[src/hw/rtl/eadv_pkg.sv]
// ----------------------------------------------------------------------------
// eadv_pkg
// Shared types, constants and the CORDIC arctangent table for the
// attitude and position block.
// ----------------------------------------------------------------------------
package eadv_pkg;

   localparam int ANGLE_BITS_DEF    = 16;
   localparam int TRIG_ITER_DEF     = 16;
   localparam int ATAN_DEPTH        = 24;
   localparam int ATAN_IDX_BITS     = 5;
   localparam int Q30_BITS          = 32;
   localparam int CORDIC_BITS       = 34;

   localparam logic signed [CORDIC_BITS-1:0] CORDIC_GAIN = 34'sh26DD3B6A;
   localparam logic signed [CORDIC_BITS-1:0] Q30_ONE     = 34'sh40000000;

   typedef logic signed [Q30_BITS-1:0] q30_type;

   typedef struct packed {
      logic    done;
      q30_type cos_val;
      q30_type sin_val;
   } trig_res_type;

   localparam logic [29:0] ATAN_TABLE [ATAN_DEPTH] = '{
      30'h20000000, 30'h12E4051D, 30'h09FB385B, 30'h051111D4, 30'h028B0D43,
      30'h0145D7E1, 30'h00A2F61E, 30'h00517C55, 30'h0028BE53, 30'h00145F2F,
      30'h000A2F98, 30'h000517CC, 30'h00028BE6, 30'h000145F3, 30'h0000A2FA,
      30'h0000517D, 30'h000028BE, 30'h0000145F, 30'h00000A30, 30'h00000518,
      30'h0000028C, 30'h00000146, 30'h000000A3, 30'h00000051
   };

endpackage

[src/hw/rtl/eadv_mul.sv]
// ----------------------------------------------------------------------------
// eadv_mul
// Shared Q30 multiplier: registered product rounded back to Q30.
// ----------------------------------------------------------------------------
module eadv_mul
   import eadv_pkg::*;
(
   input  logic    clock,
   input  q30_type op_a,
   input  q30_type op_b,
   output q30_type prod_ff
);

   logic signed [63:0] full_prod;
   logic signed [63:0] rounded;
   q30_type            prod_in;

   always_comb begin
      full_prod = 64'(op_a) * 64'(op_b);
      rounded   = (full_prod + 64'sh20000000) >>> 30;
      prod_in   = rounded[Q30_BITS-1:0];
   end

   always_ff @(posedge clock) begin
      prod_ff <= prod_in;
   end

endmodule

[config.mk]
export PLATFORM = sky130hd
export DESIGN_NAME = eadv_mul
export DESIGN_NICKNAME = d
export VERILOG_FILES = /design/src/hw/rtl/eadv_pkg.sv /design/src/hw/rtl/eadv_mul.sv
export SDC_FILE = /design/constraint.sdc
export NUM_CORES = 2
export LEC_CHECK = 0
export BUFFER_PORTS_ARGS = -buffer_cell sky130_fd_sc_hd__buf_4
export CORE_ASPECT_RATIO = 1.25
export CORE_MARGIN = 4
export CORE_UTILIZATION = 62
export CTS_CLUSTER_SIZE = 14
export DETAILED_ROUTE_END_ITERATION = 12
export PLACE_DENSITY = 0.79
export SLEW_MARGIN = 40
export SYNTH_ARGS = -nofsm -noshare
export SYNTH_HDL_FRONTEND = slang
export SYNTH_SLANG_ARGS = --single-unit
[constraint.sdc]
create_clock -name clock -period 19.2 [get_ports clock]
set_clock_uncertainty 0.15 [all_clocks]
set_input_delay 2.88 -clock clock [delete_from_list [all_inputs] [get_ports clock]]
set_output_delay 2.88 -clock clock [all_outputs]
set_load 0.05 [all_outputs]
==> run_results.csv <==
group,metric,value,unit
clock_network,clkSinkCount,32,
floorplanning,io-pin-count,97,
final_layout,seqCellArea,640.6,um^2
clock_network,numCtsBuffers,5,
yosys,yosys.area.top_type,"fa_1",
global_route,grt_busiest_layer,"met2",
clock_network,path_clk_slew,80,ps
floorplanning,die_y,275.0,um
global_route,grt_pass1_wl,152500,um
floorplanning,die_w,221.6,um
sta,hold_viol_final,0,
sta,setup_viol_count_final,0,
sta,rsz0062_at_grt,"no",
clock_network,cts_tree,"built",
drt,dr.pass1.iters,5,
yosys,seq_area_frac_synth,0.01811,
yosys,synth.area.top_cells,"fa_1 60%, inv_1 10%, and2_1 8.9%, ha_1 6.2%, nand2_1 5.5%",
yosys,yosysTopAreaCellShare,0.6011,
drt,drt_iter0_drc,1433,
global_route,grtUsageMet1,0.3585,
global_route,grt_use_met2,0.5844,
yosys,syn-cell-area,35370,um^2
final_layout,nNetsFinal,4935,
placed_design,gp_congestion,0.9143,
final_layout,multi_input_comb_area,30430,um^2
final_layout,reg_top3,"prod_ff: 32 flops",
yosys,yosys_warnings,0,
floorplanning,initial_core_util,0.6280,
sta,finalCriticalPeriod,11160,ps
final_layout,largest_reg_flops,32,
sta,min_period_over_period,0.5814,
drt,num_vias,25000,
clock_network,postCtsResizedCells,0,
clock_network,cts_setup_buffers,0,
sta,max_freq,89.58,MHz
floorplanning,num_rows,97,
worst_setup_path,critPathLaunchType,"primary input",
yosys,synthCells,3721,
drt,drcViolationCount,0,
placed_design,portBuffers,96,
global_route,grt_max_degree,34,
drt,vias_per_cell,5.712,
flow_run,maxCapViolCount,0,
placed_design,hpwlAfterDp,70870,um
final_layout,fill_cells,4522,
outcome,status,"finished, final reports clean",
worst_setup_path,endpoint_kind,"flip-flop",
clock_network,hold_buffers,0,
global_route,grt_pass1_vias,29260,
yosys,yosys.cell_count.top_type,"fa_1",
sta,tightest_slew,859.6,ps
final_layout,layout-drive-gt1-share,0.03440,
sta,slew_headroom,0.4221,
global_route,grt_use_total,0.3210,
drt,wire_per_inst,20.94,um
global_route,overflow,0,
global_route,use_met3,0.04376,
yosys,synth_edf_count,0,
floorplanning,fp.dieArea,60950,um^2
yosys,ys_async_sr_fraction,0,
global_route,antenna_found_initial,1,
yosys,syn_nets,5023,
yosys,synth_common_cells,"1062 x fa_1, 949 x inv_1, 514 x nand2_1",
worst_setup_path,worst-setup-path-type,"primary input to flip-flop",
yosys,synth_seq_cells,32,
worst_hold_path,hold_class,"flip-flop to output pin",
yosys,syn_avg_cell_area,9.505,um^2
clock_network,htree_levels,2,
final_layout,largest_register,"prod_ff",
yosys,synth_ff_type,"dfxtp_1",
floorplanning,core-area,56310,um^2
worst_setup_path,required,19320,ps
drt,drt-total-wl,91660,um
drt,ant_nets,0,
worst_setup_path,arrival,11280,ps
final_layout,area_growth,3.078,%
sta,fin_setup_tns,0,ps
clock_network,clockRootBuffer,"clkbuf_16",
sta,slew_viol_final,0,
clock_network,clockBufferDepth,2,
yosys,synth_cell_types,59,
worst_setup_path,crit_path_max_fanout,32,
[worst max-delay path, cell delays in order]
cell,delay (ps)
buf_4,340
nand2_1,150
inv_1,150
fa_1,460
fa_1,490
fa_1,830
inv_1,260
fa_1,960
inv_1,410
fa_1,560
fa_1,630
fa_1,470
fa_1,490
ha_1,360
a21o_1,180
a21o_1,170
a221o_1,350
and2_1,300
o21ba_1,270
or4_1,460
nand3_1,70
[cell type report]
type / instances / share of cell area
tap: 742 / 0.02547
timing repair buffer: 98 / 0.02018
multi-input combinational: 2546 / 0.8348
inverter: 950 / 0.09782
antenna: 1 / 0.00006864
sequential: 32 / 0.01757
clock inverter: 3 / 0.0006521
clock buffer: 5 / 0.003432
[layout by cell type (no fill, tap or decap), types with 3 or more instances in the layout]
cell and n:
nor2_1 48, a21oi_2 7, ha_1 175, o21ai_1 6
nand2_1 514, a31oi_1 7, a21o_1 17, inv_1 949
a211oi_1 9, nand3_1 15, nor3_1 11, nand2b_1 8
xnor2_1 34, dfxtp_1 32, buf_4 98, fa_1 1062
nor2b_1 4, and3_1 7, o21ai_0 22, and2_1 501
and4_1 3, nand4_1 8, xor2_1 14, a21oi_1 32
clkbuf_16 5
[final timing paths]
path	start	end	cells past startpoint
worst max-delay path	op_b[2]	prod_ff[28]$_DFF_P_	21
worst min-delay path	prod_ff[4]$_DFF_P_	prod_ff[4]	1
[logic make-up after synthesis]
group	synth area share
AOI/OAI and AO/OA	0.02487
xor gates and xnor gates	0.01189
adders and majority gates	0.6631
buffers and inverters	0.1215
DFF	0.01811
and+or+nand+nor	0.1605
[layer usage]
metal | vias up | routed length [um] | share of wire
li1 | 10300 | - | -
met1 | 13000 | 29380 | 0.32
met2 | 1235 | 48440 | 0.53
met3 | 460 | 6683 | 0.073
met4 | 0 | 7148 | 0.078
met5 | - | 0 | 0
[through the flow]
stage | setup WS (ps) | instance area [um^2] | hold slack, ps | std cells | utilization
2_1_floorplan | 8833 | 35370 | 3170 | 3721 | -
3_3_place_gp | 7810 | 36300 | 3181 | 4368 | 0.6446
3_5_place_dp | 7728 | 36300 | 3184 | 4368 | 0.6447
4_1_cts | 8037 | 36450 | 3528 | 4376 | 0.6473
5_1_grt | 7591 | 36450 | 3536 | 4376 | 0.6473
6_report | 8037 | 36460 | 3520 | 4377 | 0.6474
Power is left out: the tool's default activity adds up to more than one toggle a clock period on the data nets, which glitch-free logic cannot reach.
