## src/hw/rtl/eadv_pkg.sv

```systemverilog
// ----------------------------------------------------------------------------
// eadv_pkg
// Shared types, constants and the CORDIC arctangent table for the
// attitude and position block.
// ----------------------------------------------------------------------------
package eadv_pkg;

   localparam int ANGLE_BITS_DEF    = 16;
   localparam int TRIG_ITER_DEF     = 16;
   localparam int ATAN_DEPTH        = 24;
   localparam int ATAN_IDX_BITS     = 5;
   localparam int Q30_BITS          = 32;
   localparam int CORDIC_BITS       = 34;

   localparam logic signed [CORDIC_BITS-1:0] CORDIC_GAIN = 34'sh26DD3B6A;
   localparam logic signed [CORDIC_BITS-1:0] Q30_ONE     = 34'sh40000000;

   typedef logic signed [Q30_BITS-1:0] q30_type;

   typedef struct packed {
      logic    done;
      q30_type cos_val;
      q30_type sin_val;
   } trig_res_type;

   localparam logic [29:0] ATAN_TABLE [ATAN_DEPTH] = '{
      30'h20000000, 30'h12E4051D, 30'h09FB385B, 30'h051111D4, 30'h028B0D43,
      30'h0145D7E1, 30'h00A2F61E, 30'h00517C55, 30'h0028BE53, 30'h00145F2F,
      30'h000A2F98, 30'h000517CC, 30'h00028BE6, 30'h000145F3, 30'h0000A2FA,
      30'h0000517D, 30'h000028BE, 30'h0000145F, 30'h00000A30, 30'h00000518,
      30'h0000028C, 30'h00000146, 30'h000000A3, 30'h00000051
   };

endpackage

```

## src/hw/rtl/eadv_cordic.sv

```systemverilog
// ----------------------------------------------------------------------------
// eadv_cordic
// Iterative rotation-mode CORDIC, one micro-rotation per cycle, giving the
// clamped Q30 cosine and sine of a binary angle.
// ----------------------------------------------------------------------------
module eadv_cordic
   import eadv_pkg::*;
#(
   parameter int ANGLE_BITS      = ANGLE_BITS_DEF,
   parameter int TRIG_ITERATIONS = TRIG_ITER_DEF
) (
   input  logic                  clock,
   input  logic                  reset,
   input  logic                  start,
   input  logic [ANGLE_BITS-1:0] angle,
   output trig_res_type          result
);

   localparam int ITER      = (TRIG_ITERATIONS < ATAN_DEPTH) ? TRIG_ITERATIONS : ATAN_DEPTH;
   localparam int ITER_BITS = $clog2(ITER);

   logic signed [CORDIC_BITS-1:0] x_ff, x_in, y_ff, y_in, z_ff, z_in;
   logic [ITER_BITS-1:0]          i_ff, i_in;
   logic                          busy_ff, busy_in, fin_ff, fin_in, neg_ff, neg_in;
   logic                          done_ff, done_in;
   q30_type                       cos_ff, cos_in, sin_ff, sin_in;

   logic [31:0]                   t_wide;
   logic [31:0]                   t_fold;
   logic signed [CORDIC_BITS-1:0] dx, dy, atan_val, xn, yn;

   function automatic q30_type clamp30(input logic signed [CORDIC_BITS-1:0] v);
      logic signed [CORDIC_BITS-1:0] c;
      begin
         c = v;
         if (v > Q30_ONE) c = Q30_ONE;
         if (v < -Q30_ONE) c = -Q30_ONE;
         clamp30 = c[Q30_BITS-1:0];
      end
   endfunction

   always_comb begin
      t_wide   = {angle, {(32-ANGLE_BITS){1'b0}}};
      t_fold   = t_wide;
      if (t_wide[31] != t_wide[30]) t_fold[31] = ~t_wide[31];
      dx       = y_ff >>> i_ff;
      dy       = x_ff >>> i_ff;
      atan_val = CORDIC_BITS'(ATAN_TABLE[ATAN_IDX_BITS'(i_ff)]);
      xn       = -x_ff;
      yn       = -y_ff;

      x_in    = x_ff;
      y_in    = y_ff;
      z_in    = z_ff;
      i_in    = i_ff;
      busy_in = busy_ff;
      fin_in  = 1'b0;
      neg_in  = neg_ff;
      done_in = 1'b0;
      cos_in  = cos_ff;
      sin_in  = sin_ff;

      if (start && !busy_ff) begin
         x_in    = CORDIC_GAIN;
         y_in    = '0;
         z_in    = CORDIC_BITS'(signed'(t_fold));
         i_in    = '0;
         busy_in = 1'b1;
         neg_in  = (t_wide[31] != t_wide[30]);
      end else if (busy_ff) begin
         if (!z_ff[CORDIC_BITS-1]) begin
            x_in = x_ff - dx;
            y_in = y_ff + dy;
            z_in = z_ff - atan_val;
         end else begin
            x_in = x_ff + dx;
            y_in = y_ff - dy;
            z_in = z_ff + atan_val;
         end
         i_in = i_ff + 1'b1;
         if (i_ff == ITER_BITS'(ITER - 1)) begin
            busy_in = 1'b0;
            fin_in  = 1'b1;
         end
      end

      if (fin_ff) begin
         done_in = 1'b1;
         cos_in  = neg_ff ? clamp30(xn) : clamp30(x_ff);
         sin_in  = neg_ff ? clamp30(yn) : clamp30(y_ff);
      end
   end

   always_ff @(posedge clock) begin
      if (reset) begin
         busy_ff <= 1'b0;
         fin_ff  <= 1'b0;
         done_ff <= 1'b0;
         i_ff    <= '0;
      end else begin
         busy_ff <= busy_in;
         fin_ff  <= fin_in;
         done_ff <= done_in;
         i_ff    <= i_in;
      end
      x_ff   <= x_in;
      y_ff   <= y_in;
      z_ff   <= z_in;
      neg_ff <= neg_in;
      cos_ff <= cos_in;
      sin_ff <= sin_in;
   end

   assign result.done    = done_ff;
   assign result.cos_val = cos_ff;
   assign result.sin_val = sin_ff;

endmodule
```

## config.mk

```make
export PLATFORM = sky130hd
export DESIGN_NAME = eadv_cordic
export DESIGN_NICKNAME = d
export VERILOG_FILES = /design/src/hw/rtl/eadv_pkg.sv /design/src/hw/rtl/eadv_cordic.sv
export SDC_FILE = /design/constraint.sdc
export NUM_CORES = 1
export LEC_CHECK = 0
export ABC_AREA = 1
export BUFFER_PORTS_ARGS = -buffer_cell sky130_fd_sc_hd__buf_2
export CORE_UTILIZATION = 60
export CTS_CLUSTER_SIZE = 30
export DETAILED_ROUTE_END_ITERATION = 10
export PLACE_DENSITY = 0.78
export SETUP_SLACK_MARGIN = 0.1
export SLEW_MARGIN = 20
export SYNTH_ARGS = -nofsm -noshare
export SYNTH_HDL_FRONTEND = slang
export SYNTH_SLANG_ARGS = --single-unit
```

## constraint.sdc

```tcl
create_clock -name clock -period 6.6 [get_ports clock]
set_input_delay 1.65 -clock clock [delete_from_list [all_inputs] [get_ports clock]]
set_output_delay 1.65 -clock clock [all_outputs]
set_load 0.1 [all_outputs]
```

==> impl_metrics.ini <==
[outcome]
status = complete, no violations

[detailed_routing]
drt-initial-drc-count = 2643
wl_met2_mm = 29.4
met1Wirelength_mm = 28.3
wl_met3_mm = 6.87
routed_wl_mm = 67.7
firstDrtPassIters = 9
ant_nets = 0
wl_per_cell_um = 18.3
dr_total_vias = 22300
via_per_inst = 6.03
drc = 0
top_layer = met4

[floorplan]
initial_core_util_pct = 61.4
dieArea_mm2 = 0.0343
die_w_um = 185
rows = 66
ios = 84
core_mm2 = 0.0328
die_h_um = 185

[grt]
grt_pass1_wl_mm = 107
gr-total-overflow = 0
grt_pass1_vias = 20600
grt_max_degree = 78
grt_usage_pct = 39.8
antenna_found_initial = 0

[timing]
fin_setup_tns_ns = 0
worstMarginPinSlew_ns = 0.999
slew_viol_final = 0
setup_viol = 0
rsz0062_at_grt = false
fin_crit_sh_pct = 83.9
fin_crit_ns = 5.54
whs_ns = 0.460
slew_headroom_pct = 33.2
timing.fmax_mhz = 181
hold_viol = 0
fin_skew_ns = 0.0160

[place]
io_buffers = 83
gp_congestion = 1.01
dpl_cell_area_mm2 = 0.0206
dp_cells = 3673
dp_hpwl_mm = 52.0

[yosys]
synth_seq_cells = 174
synth_area_per_cell_um2 = 6.18
synth_edf_count = 83
syn_nets = 3392
synth_cell_types = 59
synth.area.top_cells = nand2_1 17%, edfxtp_1 12%, nand3_1 10%, dfxtp_1 9.1%, ha_1 7.2%
ys_async_sr_fraction_pct = 0
synth_flop_cell = dfxtp_1
synth_cells = 3255
synth_top_area_cell = nand2_1
yosysMostFrequentCell = nand2_1
seq_area_frac_synth_pct = 21.4
netlist.area_leader.share_pct = 16.6
ys_top_cells_by_count = 889 x nand2_1, 412 x nand3_1, 329 x inv_1
netlist_area_mm2 = 0.0201
synth_warnings = 0

[clock_network]
cts_buffer_depth = 2
cts-root-buf = clkbuf_16
h-tree-depth = 4
cts_resized = 0
clk_pin_slew_ns = 0.08
numCtsBuffers = 17
hold_buffers = 0
post-cts-setup-buffer-count = 0
clock_latency_ns = 0.47
cts_sinks = 174
cts_tree = built

[hold_path]
hold_path_class = reg2reg

[finish]
instances_no_fill = 3705
final_cell_area_mm2 = 0.0211
nFillCells = 3103
drive_above_1_share_pct = 8.89
insertedDiodeCount = 0
nets = 3387
area_growth_pct = 5.08

[power_and_ir_drop]
power_leakage_nw = 10.2
powerDensity_mw_per_mm2 = 490
vdd_drop_max_v = 0.000352
total_power_mw = 10.4

[worst_setup_path]
cp-end-kind = flop
worstPathRequired_ns = 6.82
cp_data_arrival_time_ns = 5.76
worst-path-max-fanout = 49
path_class = reg2reg
critPathLaunchType = flop

[job]
cap_violations = 0
[flip-flops by register name, indices dropped and copies added (netlist names)]
signal   cells
x_ff        34
y_ff        34
z_ff        34
cos_ff      32
sin_ff      32
i_ff         4
busy_ff      1
done_ff      1
fin_ff       1
neg_ff       1
[layout make-up]
type / instances / area (um^2) / area share (%)
tap: 442 / 553 / 2.62
clock inverter: 11 / 105 / 0.497
sequential: 174 / 4320 / 20.4
clock buffer: 21 / 472 / 2.23
multi-input combinational: 2612 / 13800 / 65.4
inverter: 339 / 1280 / 6.04
timing repair buffer: 106 / 588 / 2.78
[final timing paths]
kind / from / to / slack [ns] / cells after the start
hold / removal: z_ff[8] / z_ff[8] / 0.46 / 2
hold reg to reg: z_ff[8] / z_ff[8] / 0.46 / 2
setup reg to reg: i_ff[0] / z_ff[31] / 1.06 / 25
setup / recovery: i_ff[0] / z_ff[31] / 1.06 / 25
[power breakdown]
| part | total, mW | internal [mW] | switching [mW] | leakage, nW |
|---|---|---|---|---|
| Sequential | 2.11 | 1.45 | 0.661 | 1.54 |
| Combinational | 7.21 | 2.40 | 4.81 | 8.37 |
| Clock | 1.04 | 0.554 | 0.481 | 0.278 |
| Total | 10.4 | 4.40 | 5.95 | 10.2 |
[through the flow]
stage               setup slack [ns]  utilization, %
global route                   0.579            64.5
CTS                             1.23            64.5
detailed placement              1.25            62.7
finish                          1.06            64.5
global placement                1.39            62.7
floorplan                       2.04               -
[cells by family after synthesis]
group / synth area share (%)
buffers and inverters: 9.86
adder cells (fa/ha/maj): 7.45
XOR/XNOR: 6.57
AND/OR/NAND/NOR: 37.9
AO/OA/AOI/OAI: 16.8
flip-flops: 21.4
[per-layer routing]
metal / track usage (%) / up-vias
li1: - / 10800
met1: 52.1 / 10100
met2: 63.2 / 1173
met3: 7.16 / 235
met4: 18.8 / 0
met5: 0 / -
[cells in the final DEF (no fill, tap or decap), types with 36 or more instances in the layout]
| master | count |
|---|---|
| buf_2 | 83 |
| o21ai_0 | 192 |
| xnor2_1 | 41 |
| inv_1 | 327 |
| o21ai_2 | 59 |
| nand3_1 | 412 |
| nand2_1 | 889 |
| edfxtp_1 | 83 |
| or2_2 | 36 |
| nor3_1 | 38 |
| nor2_1 | 308 |
| dfxtp_1 | 85 |
| xor2_1 | 110 |
| ha_1 | 115 |
| a21oi_1 | 167 |
[worst max-delay path: stages (launching register included)]
cell and delay (ns):
dfxtp_2 0.33, inv_2 0.60, ha_1 0.39, inv_1 0.07, nor2_1 0.05, inv_1 0.11
o211ai_1 0.09, o21ai_1 0.20, ha_1 0.20, inv_1 0.05, nor3_1 0.31, nand4_1 0.31
o21ai_1 0.47, xor2_1 0.19, inv_1 0.06, ha_1 0.35, a21oi_1 0.21, inv_1 0.06
a31oi_1 0.18, o21ai_0 0.13, a211oi_1 0.20, o21ai_0 0.23, nand2_1 0.12, o211ai_1 0.13
o21ai_0 0.17, nand2_1 0.07
No activity file was read; power rests on OpenSTA's default activity.
